===== src/hdl/bshq_pkg.sv =====
// Shared types, constants and helper functions for the bitcrusher block.
package bshq_pkg;

  localparam int SAMPLE_W = 24;
  localparam int BITS_W   = 5;
  localparam int RATE_W   = 6;
  localparam int MIX_W    = 17;
  localparam int GAIN_W   = 16;
  localparam int CD_W     = 7;
  localparam int CFG_IDX_W = 3;
  localparam int CFG_DATA_W = 17;
  localparam int Q_DEPTH  = 2;

  localparam logic [MIX_W-1:0] MIX_ONE = 17'd65536;
  localparam logic [BITS_W-1:0] BITS_MIN = 5'd2;
  localparam logic [BITS_W-1:0] BITS_MAX = 5'd16;

  localparam logic signed [SAMPLE_W-1:0] SAMPLE_MAX = 24'sh7FFFFF;
  localparam logic signed [SAMPLE_W-1:0] SAMPLE_MIN = 24'sh800000;

  // Configuration register indexes
  localparam logic [CFG_IDX_W-1:0] REG_BIT_DEPTH   = 3'd0;
  localparam logic [CFG_IDX_W-1:0] REG_RATE_DIVIDE = 3'd1;
  localparam logic [CFG_IDX_W-1:0] REG_WET_MIX     = 3'd2;
  localparam logic [CFG_IDX_W-1:0] REG_OUTPUT_GAIN = 3'd3;

  // One queued item: dry sample and its crushed counterpart
  typedef struct packed {
    logic signed [SAMPLE_W-1:0] dry;
    logic signed [SAMPLE_W-1:0] crushed;
  } item_t;

  // Queue status seen by front and back
  typedef struct packed {
    logic full;
    logic empty;
  } q_stat_t;

  // Back-end sequencer states
  typedef enum logic [1:0] {
    ST_MIX,
    ST_ACC,
    ST_LO,
    ST_HI
  } back_state_t;

  // Limit bit depth to its legal range
  function automatic logic [BITS_W-1:0] clamp_bits(input logic [BITS_W-1:0] b);
    logic [BITS_W-1:0] r;
    r = b;
    if (b < BITS_MIN) r = BITS_MIN;
    if (b > BITS_MAX) r = BITS_MAX;
    return r;
  endfunction

  // A divider of zero behaves as one
  function automatic logic [RATE_W-1:0] clamp_rate(input logic [RATE_W-1:0] d);
    return (d == '0) ? RATE_W'(1) : d;
  endfunction

  // Wet mix saturates at unity
  function automatic logic [MIX_W-1:0] clamp_mix(input logic [MIX_W-1:0] m);
    return (m > MIX_ONE) ? MIX_ONE : m;
  endfunction

  // Keep the top bits of a sample for a quantization step of 2^-bits
  function automatic logic [SAMPLE_W-1:0] crush_mask(input logic [BITS_W-1:0] b);
    logic [BITS_W-1:0] sh;
    sh = BITS_W'(23) - b;
    return {SAMPLE_W{1'b1}} << sh;
  endfunction

endpackage


===== src/hdl/bshq_fifo.sv =====
// Short item queue between the front and back parts.
module bshq_fifo import bshq_pkg::*; (
  input  logic    clk,
  input  logic    rst_n,
  input  logic    push,
  input  item_t   push_item,
  input  logic    pop,
  output item_t   pop_item,
  output q_stat_t q_stat
);

  localparam int PTR_W = (Q_DEPTH > 1) ? $clog2(Q_DEPTH) : 1;
  localparam int CNT_W = $clog2(Q_DEPTH + 1);

  item_t             mem_r [Q_DEPTH];
  logic [PTR_W-1:0]  wr_ptr_r, wr_ptr_nxt;
  logic [PTR_W-1:0]  rd_ptr_r, rd_ptr_nxt;
  logic [CNT_W-1:0]  cnt_r, cnt_nxt;

  // Advance pointers and fill count
  always_comb begin
    wr_ptr_nxt = wr_ptr_r;
    rd_ptr_nxt = rd_ptr_r;
    cnt_nxt    = cnt_r;
    if (push) begin
      wr_ptr_nxt = (int'(wr_ptr_r) == Q_DEPTH - 1) ? '0 : wr_ptr_r + PTR_W'(1);
    end
    if (pop) begin
      rd_ptr_nxt = (int'(rd_ptr_r) == Q_DEPTH - 1) ? '0 : rd_ptr_r + PTR_W'(1);
    end
    if (push && !pop) begin
      cnt_nxt = cnt_r + CNT_W'(1);
    end else if (pop && !push) begin
      cnt_nxt = cnt_r - CNT_W'(1);
    end
  end

  always_ff @(posedge clk) begin
    if (!rst_n) begin
      wr_ptr_r <= '0;
      rd_ptr_r <= '0;
      cnt_r    <= '0;
    end else begin
      wr_ptr_r <= wr_ptr_nxt;
      rd_ptr_r <= rd_ptr_nxt;
      cnt_r    <= cnt_nxt;
    end
  end

  // Store pushed items
  always_ff @(posedge clk) begin
    if (push) begin
      mem_r[wr_ptr_r] <= push_item;
    end
  end

  assign pop_item     = mem_r[rd_ptr_r];
  assign q_stat.full  = (int'(cnt_r) == Q_DEPTH);
  assign q_stat.empty = (cnt_r == '0);

endmodule


===== src/hdl/bshq_front.sv =====
// Front part: accepts samples, runs per-channel sample-and-hold, quantizes.
module bshq_front import bshq_pkg::*; #(
  parameter int CHANNELS = 2
) (
  input  logic                       clk,
  input  logic                       rst_n,
  input  logic                       in_valid,
  output logic                       in_ready,
  input  logic signed [SAMPLE_W-1:0] in_sample_in,
  input  logic                       in_channel,
  input  logic [BITS_W-1:0]          bits,
  input  logic [RATE_W-1:0]          rate,
  input  q_stat_t                    q_stat,
  output logic                       push,
  output item_t                      push_item
);

  localparam int CH_W = (CHANNELS > 1) ? $clog2(CHANNELS) : 1;

  logic signed [SAMPLE_W-1:0] held_r [CHANNELS];
  logic [CD_W-1:0]            cd_r   [CHANNELS];

  logic [CH_W-1:0]            ch_sel;
  logic signed [SAMPLE_W-1:0] held_nxt;
  logic [CD_W-1:0]            cd_nxt;

  assign in_ready = !q_stat.full;
  assign push     = in_valid && in_ready;

  // Map out-of-range channels onto the last one
  always_comb begin
    if (int'(in_channel) >= CHANNELS) begin
      ch_sel = CH_W'(CHANNELS - 1);
    end else begin
      ch_sel = CH_W'(in_channel);
    end
  end

  // Capture on an expired countdown, then count down
  always_comb begin
    if (cd_r[ch_sel] == '0) begin
      held_nxt = in_sample_in;
      cd_nxt   = CD_W'(rate) - CD_W'(1);
    end else begin
      held_nxt = held_r[ch_sel];
      cd_nxt   = cd_r[ch_sel] - CD_W'(1);
    end
  end

  assign push_item.dry     = in_sample_in;
  assign push_item.crushed = held_nxt & crush_mask(bits);

  // Update channel state on each transfer
  always_ff @(posedge clk) begin
    if (!rst_n) begin
      for (int i = 0; i < CHANNELS; i++) begin
        held_r[i] <= '0;
        cd_r[i]   <= '0;
      end
    end else if (push) begin
      held_r[ch_sel] <= held_nxt;
      cd_r[ch_sel]   <= cd_nxt;
    end
  end

endmodule


===== src/hdl/bshq_back.sv =====
// Back part: wet/dry mix and output gain on one shared multiplier, rounding, saturation.
module bshq_back import bshq_pkg::*; (
  input  logic                       clk,
  input  logic                       rst_n,
  input  q_stat_t                    q_stat,
  output logic                       pop,
  input  item_t                      pop_item,
  input  logic [MIX_W-1:0]           mix,
  input  logic [GAIN_W-1:0]          gain,
  output logic                       out_valid,
  input  logic                       out_ready,
  output logic signed [SAMPLE_W-1:0] out_sample_out,
  output logic                       out_clipped
);

  localparam int MA_W  = 26;
  localparam int MB_W  = 18;
  localparam int MP_W  = MA_W + MB_W;
  localparam int ACC_W = 41;
  localparam int LO_W  = 21;
  localparam int HI_W  = ACC_W - LO_W;
  localparam int LOP_W = 37;
  localparam int HIP_W = 38;
  localparam int TOT_W = 60;
  localparam int SH    = 30;

  back_state_t state_r, state_nxt;

  logic signed [SAMPLE_W-1:0] dry_r;
  logic signed [MP_W-1:0]     prod_r;
  logic signed [ACC_W-1:0]    acc_r;
  logic signed [HIP_W-1:0]    hi_r;
  logic [LOP_W-1:0]           lo_r;
  logic                       fin_vld_r;
  logic                       out_vld_r;
  logic signed [SAMPLE_W-1:0] out_smp_r;
  logic                       out_clip_r;

  logic signed [MA_W-1:0]     mul_a;
  logic signed [MB_W-1:0]     mul_b;
  logic signed [MP_W-1:0]     mul_p;
  logic signed [SAMPLE_W:0]   diff;
  logic signed [HI_W-1:0]     acc_hi;
  logic                       fin_take;
  logic                       hi_done;
  logic signed [TOT_W-1:0]    total;
  logic signed [TOT_W-1:0]    rnd;
  logic signed [TOT_W-SH-1:0] res;
  logic signed [SAMPLE_W-1:0] sat;
  logic                       clip;

  assign fin_take = fin_vld_r && (!out_vld_r || out_ready);
  assign hi_done  = (state_r == ST_HI) && (!fin_vld_r || fin_take);

  // Upper accumulator half keeps the sign
  assign acc_hi = acc_r[ACC_W-1:LO_W];

  // Next state
  always_comb begin
    state_nxt = state_r;
    unique case (state_r)
      ST_MIX: if (!q_stat.empty) state_nxt = ST_ACC;
      ST_ACC: state_nxt = ST_LO;
      ST_LO:  state_nxt = ST_HI;
      ST_HI:  if (hi_done) state_nxt = ST_MIX;
      default: state_nxt = ST_MIX;
    endcase
  end

  // Multiplier operands and queue pop
  always_comb begin
    diff  = {pop_item.crushed[SAMPLE_W-1], pop_item.crushed}
          - {pop_item.dry[SAMPLE_W-1], pop_item.dry};
    pop   = 1'b0;
    mul_a = '0;
    mul_b = '0;
    unique case (state_r)
      ST_MIX: begin
        pop   = !q_stat.empty;
        mul_a = MA_W'(diff);
        mul_b = {1'b0, mix};
      end
      ST_LO: begin
        mul_a = {{(MA_W-LO_W){1'b0}}, acc_r[LO_W-1:0]};
        mul_b = {2'b00, gain};
      end
      ST_HI: begin
        mul_a = MA_W'(acc_hi);
        mul_b = {2'b00, gain};
      end
      default: begin
        mul_a = '0;
        mul_b = '0;
      end
    endcase
  end

  assign mul_p = mul_a * mul_b;

  always_ff @(posedge clk) begin
    if (!rst_n) begin
      state_r <= ST_MIX;
    end else begin
      state_r <= state_nxt;
    end
  end

  // Datapath registers
  always_ff @(posedge clk) begin
    if (pop) begin
      dry_r  <= pop_item.dry;
      prod_r <= mul_p;
    end
    if (state_r == ST_ACC) begin
      acc_r <= {dry_r[SAMPLE_W-1], dry_r, 16'b0} + prod_r[ACC_W-1:0];
    end
    if (state_r == ST_LO) begin
      prod_r <= mul_p;
    end
    if (hi_done) begin
      hi_r <= mul_p[HIP_W-1:0];
      lo_r <= prod_r[LOP_W-1:0];
    end
  end

  // Recombine partial products, round half up, saturate
  always_comb begin
    total = (TOT_W'(hi_r) <<< LO_W) + TOT_W'({1'b0, lo_r});
    rnd   = total + (TOT_W'(1) <<< (SH - 1));
    res   = rnd[TOT_W-1:SH];
    clip  = 1'b0;
    sat   = res[SAMPLE_W-1:0];
    if (res > (TOT_W-SH)'(SAMPLE_MAX)) begin
      sat  = SAMPLE_MAX;
      clip = 1'b1;
    end else if (res < (TOT_W-SH)'(SAMPLE_MIN)) begin
      sat  = SAMPLE_MIN;
      clip = 1'b1;
    end
  end

  // Final stage and output register valid flags
  always_ff @(posedge clk) begin
    if (!rst_n) begin
      fin_vld_r <= 1'b0;
      out_vld_r <= 1'b0;
    end else begin
      if (hi_done) begin
        fin_vld_r <= 1'b1;
      end else if (fin_take) begin
        fin_vld_r <= 1'b0;
      end
      if (fin_take) begin
        out_vld_r <= 1'b1;
      end else if (out_ready) begin
        out_vld_r <= 1'b0;
      end
    end
  end

  // Hold result until transfer
  always_ff @(posedge clk) begin
    if (fin_take) begin
      out_smp_r  <= sat;
      out_clip_r <= clip;
    end
  end

  assign out_valid      = out_vld_r;
  assign out_sample_out = out_smp_r;
  assign out_clipped    = out_clip_r;

endmodule


===== src/hdl/bitcrusher_sample_hold_quantize.sv =====
// Top level of the bitcrusher: configuration registers, front, queue and back.
// Each sample passes a front stage that updates its channel's sample-and-hold
// state and quantizes the held value in the cycle it is accepted, then waits in
// a two-entry queue. The back end steps through mix, accumulate, low and high
// states for each sample so that its single shared 26x18 multiplier serves the
// wet mix, then gain as low and high halves; a final stage rounds and saturates
// while the next sample starts, and the high state holds while that final stage
// is blocked by the output. Configuration writes take effect at once and are
// meant for idle periods only.
module bitcrusher_sample_hold_quantize import bshq_pkg::*; #(
  parameter int CHANNELS = 2
) (
  input  logic                       clk,
  input  logic                       rst_n,
  input  logic                       in_valid,
  output logic                       in_ready,
  input  logic signed [SAMPLE_W-1:0] in_sample_in,
  input  logic                       in_channel,
  output logic                       out_valid,
  input  logic                       out_ready,
  output logic signed [SAMPLE_W-1:0] out_sample_out,
  output logic                       out_clipped,
  input  logic                       cfg_we,
  input  logic [CFG_IDX_W-1:0]       cfg_index,
  input  logic [CFG_DATA_W-1:0]      cfg_wdata
);

  logic [BITS_W-1:0] bit_depth_r;
  logic [RATE_W-1:0] rate_divide_r;
  logic [MIX_W-1:0]  wet_mix_r;
  logic [GAIN_W-1:0] output_gain_r;

  logic    push, pop;
  item_t   push_item, pop_item;
  q_stat_t q_stat;

  // Write configuration registers; ignore unknown indexes
  always_ff @(posedge clk) begin
    if (!rst_n) begin
      bit_depth_r   <= 5'd8;
      rate_divide_r <= 6'd4;
      wet_mix_r     <= MIX_ONE;
      output_gain_r <= 16'd16384;
    end else if (cfg_we) begin
      unique case (cfg_index)
        REG_BIT_DEPTH:   bit_depth_r   <= cfg_wdata[BITS_W-1:0];
        REG_RATE_DIVIDE: rate_divide_r <= cfg_wdata[RATE_W-1:0];
        REG_WET_MIX:     wet_mix_r     <= cfg_wdata[MIX_W-1:0];
        REG_OUTPUT_GAIN: output_gain_r <= cfg_wdata[GAIN_W-1:0];
        default: ;
      endcase
    end
  end

  bshq_front #(
    .CHANNELS(CHANNELS)
  ) u_front (
    .clk          (clk),
    .rst_n        (rst_n),
    .in_valid     (in_valid),
    .in_ready     (in_ready),
    .in_sample_in (in_sample_in),
    .in_channel   (in_channel),
    .bits         (clamp_bits(bit_depth_r)),
    .rate         (clamp_rate(rate_divide_r)),
    .q_stat       (q_stat),
    .push         (push),
    .push_item    (push_item)
  );

  bshq_fifo u_fifo (
    .clk       (clk),
    .rst_n     (rst_n),
    .push      (push),
    .push_item (push_item),
    .pop       (pop),
    .pop_item  (pop_item),
    .q_stat    (q_stat)
  );

  bshq_back u_back (
    .clk            (clk),
    .rst_n          (rst_n),
    .q_stat         (q_stat),
    .pop            (pop),
    .pop_item       (pop_item),
    .mix            (clamp_mix(wet_mix_r)),
    .gain           (output_gain_r),
    .out_valid      (out_valid),
    .out_ready      (out_ready),
    .out_sample_out (out_sample_out),
    .out_clipped    (out_clipped)
  );

  // Queue is never full and empty at once
  a_q_stat: assert property (@(posedge clk) disable iff (!rst_n)
    !(q_stat.full && q_stat.empty))
    else $error("queue full and empty together");

  // A clipped result sits on a rail
  a_clip_rail: assert property (@(posedge clk) disable iff (!rst_n)
    (out_valid && out_clipped) |->
      (out_sample_out == SAMPLE_MAX || out_sample_out == SAMPLE_MIN))
    else $error("clipped result off the rail");

  // Reset leaves no result pending
  a_reset_out: assert property (@(posedge clk)
    !rst_n |=> !out_valid)
    else $error("result valid after reset");

  // Front stalls only when the queue is full
  a_ready: assert property (@(posedge clk) disable iff (!rst_n)
    (!in_ready) |-> q_stat.full)
    else $error("input stalled with room in queue");

endmodule

===== config.mk =====
export PLATFORM = sky130hd
export DESIGN_NAME = bitcrusher_sample_hold_quantize
export DESIGN_NICKNAME = d
export VERILOG_FILES = /design/src/hdl/bshq_pkg.sv /design/src/hdl/bshq_fifo.sv /design/src/hdl/bshq_front.sv /design/src/hdl/bshq_back.sv /design/src/hdl/bitcrusher_sample_hold_quantize.sv
export SDC_FILE = /design/constraint.sdc
export NUM_CORES = 2
export LEC_CHECK = 0
export BUFFER_PORTS_ARGS = -buffer_cell sky130_fd_sc_hd__clkbuf_2
export CORE_MARGIN = 1
export CORE_UTILIZATION = 45
export CTS_BUF_LIST = sky130_fd_sc_hd__clkbuf_4 sky130_fd_sc_hd__clkbuf_8
export DETAILED_ROUTE_END_ITERATION = 8
export GPL_TIMING_DRIVEN = 1
export SLEW_MARGIN = 5
export SYNTH_ARGS = -nofsm -noshare
export SYNTH_HDL_FRONTEND = slang
export SYNTH_HIERARCHICAL = 1
export SYNTH_SLANG_ARGS = --single-unit

===== constraint.sdc =====
create_clock -name clk -period 9.9 [get_ports clk]
set_clock_uncertainty 0.1 [all_clocks]
set_input_delay 1.98 -clock clk [delete_from_list [all_inputs] [get_ports clk]]
set_output_delay 1.98 -clock clk [all_outputs]
set_load 0.02 [all_outputs]

# Yosys cells after proc, flatten, opt, wreduce, memory -nomap -nowiden

Memories as Yosys holds them, arrays and structs flattened. A register that Yosys moved wholly into a read port is not among the register bits.
Index checks and enable logic that the tools add are counted.

Output and inout port bits: 27
Memory bits (writable): 158
Memories: 3
Register bits: 258

Memories:

| memory         | depth | bits a word | read ports | clocked after Yosys merged registers in | write ports | RTL line         | source |
|---|---|---|---|---|---|---|---|
| u_fifo.mem_r   | 2     | 48          | 1          | 1                                       | 1           | bshq_fifo.sv:15  | `item_t mem_r [Q_DEPTH];` |
| u_front.held_r | 2     | 24          | 1          | 0                                       | 2           | bshq_front.sv:20 | `logic signed [SAMPLE_W-1:0] held_r [CHANNELS];` |
| u_front.cd_r   | 2     | 7           | 1          | 0                                       | 2           | bshq_front.sv:21 | `logic [CD_W-1:0] cd_r [CHANNELS];` |

Multipliers: 1
Multiplexer cells: 37
Magnitude comparators: 5
Bitwise gates (word level): 1
Add/sub/neg operators: 11
Shifts and indexed selects: 1
Reduce and logical (&&, ||, !) cells: 30
Eq/ne operators: 9

Operator list:

| cell                     | number |
|---|---|
| $mux W41                 | 2 |
| $pmux W26 S3             | 1 |
| $mux W24                 | 3 |
| $add A59 B38 Y60         | 1 |
| $add A60 B31 Y60 const B | 1 |
| $add A41 B41 Y41         | 1 |
| $mul A26 B18 Y41         | 1 |
| $pmux W17 S2             | 1 |
| $gt A30 B24 Y1 const B   | 1 |
| $lt A30 B24 Y1 const B   | 1 |
| $sub A24 B24 Y25         | 1 |
| $and A24 B24 Y24         | 1 |
| $reduce_or A24 Y1        | 1 |
| $shl A24 B5 Y24 const A  | 1 |
| $mux W1                  | 19 |
| $gt A17 B17 Y1 const B   | 1 |
| $mux W17                 | 1 |
| $mux W7                  | 2 |
| $mux W5                  | 2 |
| $reduce_and A2 Y1        | 5 |
| $mux W2                  | 4 |
| $pmux W2 S4              | 1 |
| $reduce_bool A2 Y1       | 4 |
| $logic_not A7 Y1         | 1 |
| other kinds (23)         | 38 |

# Depth between registers and ports, before layout

Depth in word-level cells: 8
Depth in mapped cells: 37

# Hierarchy

Netlist, hierarchy kept.

Modules (own cells, without submodules):

| module                          | cells an instance | instances | area an instance (um^2) |
|---|---|---|---|
| bshq_back                       | 2637              | 1         | 25314.3 |
| bshq_fifo                       | 171               | 1         | 3682.3 |
| bshq_front                      | 316               | 1         | 3565.9 |
| bitcrusher_sample_hold_quantize | 220               | 1         | 1911.8 |

# Worst setup path before layout

Ideal clock, no wire load.

Path kind: flip-flop to flip-flop
Start point: register with a tool-made name
End point: register u_back.prod_r[39], data pin
Setup time: 0.272 ns
Path buffers: 4
Arrival time: 9.069 ns
Data required time: 9.528 ns
Setup slack: 0.460 ns
Stages on the path, launching flop included: 37
Clock period less this slack: 9.440 ns
Cell sequence: dfxtp_1 -> buf_4 -> buf_6 -> mux2_2 -> ha_1 -> fa_1 -> nor2b_1 -> o31ai_2 -> a21o_1 -> o211a_4 -> or4_1 -> nand3_1 -> and4_1 -> or2_1 -> buf_2 -> buf_4 -> nor2_1 -> fa_1 -> inv_1 -> fa_1 -> inv_1 -> fa_1 -> fa_1 -> fa_1 -> inv_1 -> fa_1 -> inv_1 -> ha_1 -> nand2_1 -> nor2_1 -> nand2_1 -> or3_1 -> o221a_2 -> a221oi_2 -> o41a_2 -> mux2i_1 -> or4_1

RTL lines:

| what                   | RTL line         | source |
|---|---|---|
| end signal: assignment | bshq_back.sv:112 | `prod_r <= mul_p;` |
| end signal: assignment | bshq_back.sv:118 | `prod_r <= mul_p;` |
| end: declaration       | bshq_back.sv:30  | `logic signed [MP_W-1:0] prod_r;` |

==> results_dict.tcl <==
set metrics [dict create \
    final_common_cell "inv_1" \
    whs_ns 0.3088 \
    final.setup.tns_ns 0 \
    area_growth_pct 8.936 \
    worst_path_most_repeated_cell "fa_1" \
    critical_path_class "reg -> reg" \
    drive_above_1_share 0.1276 \
    fillers 7105 \
    cp.arrival_ns 9.85 \
    leakagePower_nw 16.62 \
    core-area_um2 75820 \
    fin_cells 4447 \
    end_kind "flip-flop" \
    start_util 0.4547 \
    setup-violations-final 0 \
    rsz0062_at_grt "no" \
    drtIter0Drc 1705 \
    fmax_ghz 0.1045 \
    yosysSeqAreaShare 0.3295 \
    cts-root-buf "clkbuf_8" \
    power_density_nw_per_um2 279.2 \
    grtUsageTotal 0.2414 \
    hold_violations 0 \
    vias 24060 \
    total_power_mw 10.49 \
    relSlewSlack 0.1594 \
    wire_per_inst_um 20.52 \
    critPathMaxFanout 8 \
    htree_num_levels 3 \
    netlist_instances 3344 \
    worst_pin_slew_ns 1.261 \
    finalCritPeriodShare 0.9665 \
    maxCapViolCount 0 \
    numClockSinks 396 \
    r2r-end "u_back/prod_r[39]" \
    stdcell_area_um2 37550 \
    place_congestion 0.9381 \
    synth_seq_cells 396 \
    cts_max_path_buffers 3 \
    dp_slack_ns 0.1953 \
    required_ns 10.18 \
    fin_crit_ns 9.568 \
    postPlaceCellArea_um2 36090 \
    io-pin-count 77 \
    nNetsFinal 4051 \
    worst_hold_path.endpoint "u_back/acc_r[8]" \
    drv_slew 0 \
    hold_class "reg -> reg" \
    synth_nets 3981 \
    wl_um 91240 \
    hp-start "u_back/prod_r[8]" \
    min_path_cells 0 \
    status "completed" \
    async_flop_share 0 \
    viasPerCell 5.410 \
    peakVddDrop_v 0.0001864 \
    synth_ff_type "edfxtp_1" \
    grt_pass1_wl_um 142900 \
    yosys.cell_types.count 89 \
    avgSynthCellArea_um2 10.31 \
    dp_hpwl_um 71610 \
    rows 101 \
    cts_tree "yes" \
    synth_edf_count 343 \
    drtPass1Iterations 5 \
    die_area_um2 77720 \
    numCtsBuffers 67 \
    io_buffers 76 \
    yosysWarnings 6 \
    r2r_cells 32 \
    fp.dieH_um 278.8 \
    critPathLaunchType "flip-flop" \
    grt_pass1_vias 24520 \
    clk_pin_slew_ns 0.07 \
    hold_buffers 0 \
    cp_slowest_stage_delay_ns 0.64 \
    dp_cells 4321 \
    syn-cell-area_um2 34470 \
    rrSetupSlack_ns 0.33 \
    overflow 0 \
    grt_start_max_net_pins 60 \
    layout.cells.most_common_list "527 x inv_1, 400 x fa_1, 368 x nor2_1, 343 x edfxtp_1, 272 x nand2_1" \
    die_w_um 278.8 \
    clk_latency_ns 0.66 \
    setup_slack_ns 0.3317 \
    cpMaxStageDelayCell "fa_2" \
    antenna_found_initial 1 \
    drtAntennaViolNets 0 \
    drc_errors 0 \
    post-route-util 0.4953 \
]
## worst max path at each step
stage               slack, ns      start           endpoint  depth (start not counted)
detailed placement       0.20  flip-flop  u_back/prod_r[39]                         32
global route             0.02  flip-flop  u_back/prod_r[39]                         32
CTS                      0.18  flip-flop  u_back/prod_r[39]                         32
finish                   0.33  flip-flop  u_back/prod_r[39]                         32
global placement         0.31  flip-flop  u_back/prod_r[39]                         32
floorplan                0.46  flip-flop  u_back/prod_r[39]                         36
## kinds of logic after synthesis
group,Yosys count,share of synthesized area
XOR/XNOR,96,0.02479
adder cells (fa/ha/maj),591,0.3015
AO/OA/AOI/OAI,463,0.09389
buffers and inverters,707,0.08206
multiplexers,119,0.03745
flip-flops,396,0.3295
AND/OR/NAND/NOR,972,0.1307
## timing repair
| item | in CTS | in global routing |
|---|---|---|
| endpoints found under the hold margin | 0 | 0 |
| gates resized for setup | 0 | 18 |
| setup endpoints to repair | 0 | 12 |
| buffers inserted | 0 | 2 |
## power breakdown
| group | total (mW) | internal, mW | switching, mW |
|---|---|---|---|
| clock | 1.53 | 0.831 | 0.695 |
| combinational | 6.28 | 2.23 | 4.04 |
| sequential | 2.68 | 2.47 | 0.214 |
| total | 10.5 | 5.53 | 4.95 |
## sequential cells by signal, summed over array words and instances (netlist names), 5 cells and up, named ones only
signal,cells
wet_mix_r,17
u_back/hi_r,38
u_back/dry_r,24
u_back/lo_r,16
rate_divide_r,6
u_front/cd_r,14
u_back/out_sample_out,24
output_gain_r,16
u_back/prod_r,41
u_back/acc_r,41
u_front/held_r,48
bit_depth_r,5
u_fifo/mem_r,96
## cells in the mapped netlist (all sizes together), types with 44 or more instances
master / count / area [um^2]
nor2: 371 / 1393
xnor2: 66 / 578.1
a21oi: 83 / 415.4
buf: 60 / 399.1
ha: 186 / 2327
mux2: 77 / 870.8
clkbuf: 120 / 451.7
inv: 527 / 1978
nand2: 274 / 1028
fa: 401 / 8028
nor2b: 44 / 275.3
edfxtp: 343 / 10300
dfxtp: 53 / 1061
o21ai: 97 / 485.5
## layer usage
metal | track usage | part of all wire
met1 | 0.3274 | 0.44
met2 | 0.3966 | 0.47
met3 | 0.04610 | 0.066
met4 | 0.06312 | 0.024
met5 | 0 | 0
## worst max-delay path, delay by kind of cell, from the launching register on
family,cells,cell delay [ns]
fa+ha+maj,9,4.21
buf+inv,4,0.29
compound gates,6,1.38
flops,1,0.40
mux,2,0.43
simple gates,11,2.50
## final cells by class
| type | count | area, um^2 | area share |
|---|---|---|---|
| Sequential cell | 396 | 11360 | 0.3026 |
| Tap cell | 978 | 1224 | 0.03258 |
| Clock buffer | 94 | 1131 | 0.03012 |
| Clock inverter | 26 | 251.5 | 0.006697 |
| Antenna cell | 4 | 10.01 | 0.0002665 |
| Multi-Input combinational cell | 2241 | 20380 | 0.5426 |
| Inverter | 527 | 1978 | 0.05267 |
| Timing Repair Buffer | 181 | 1217 | 0.03242 |
(Power assumes the default switching activity.)
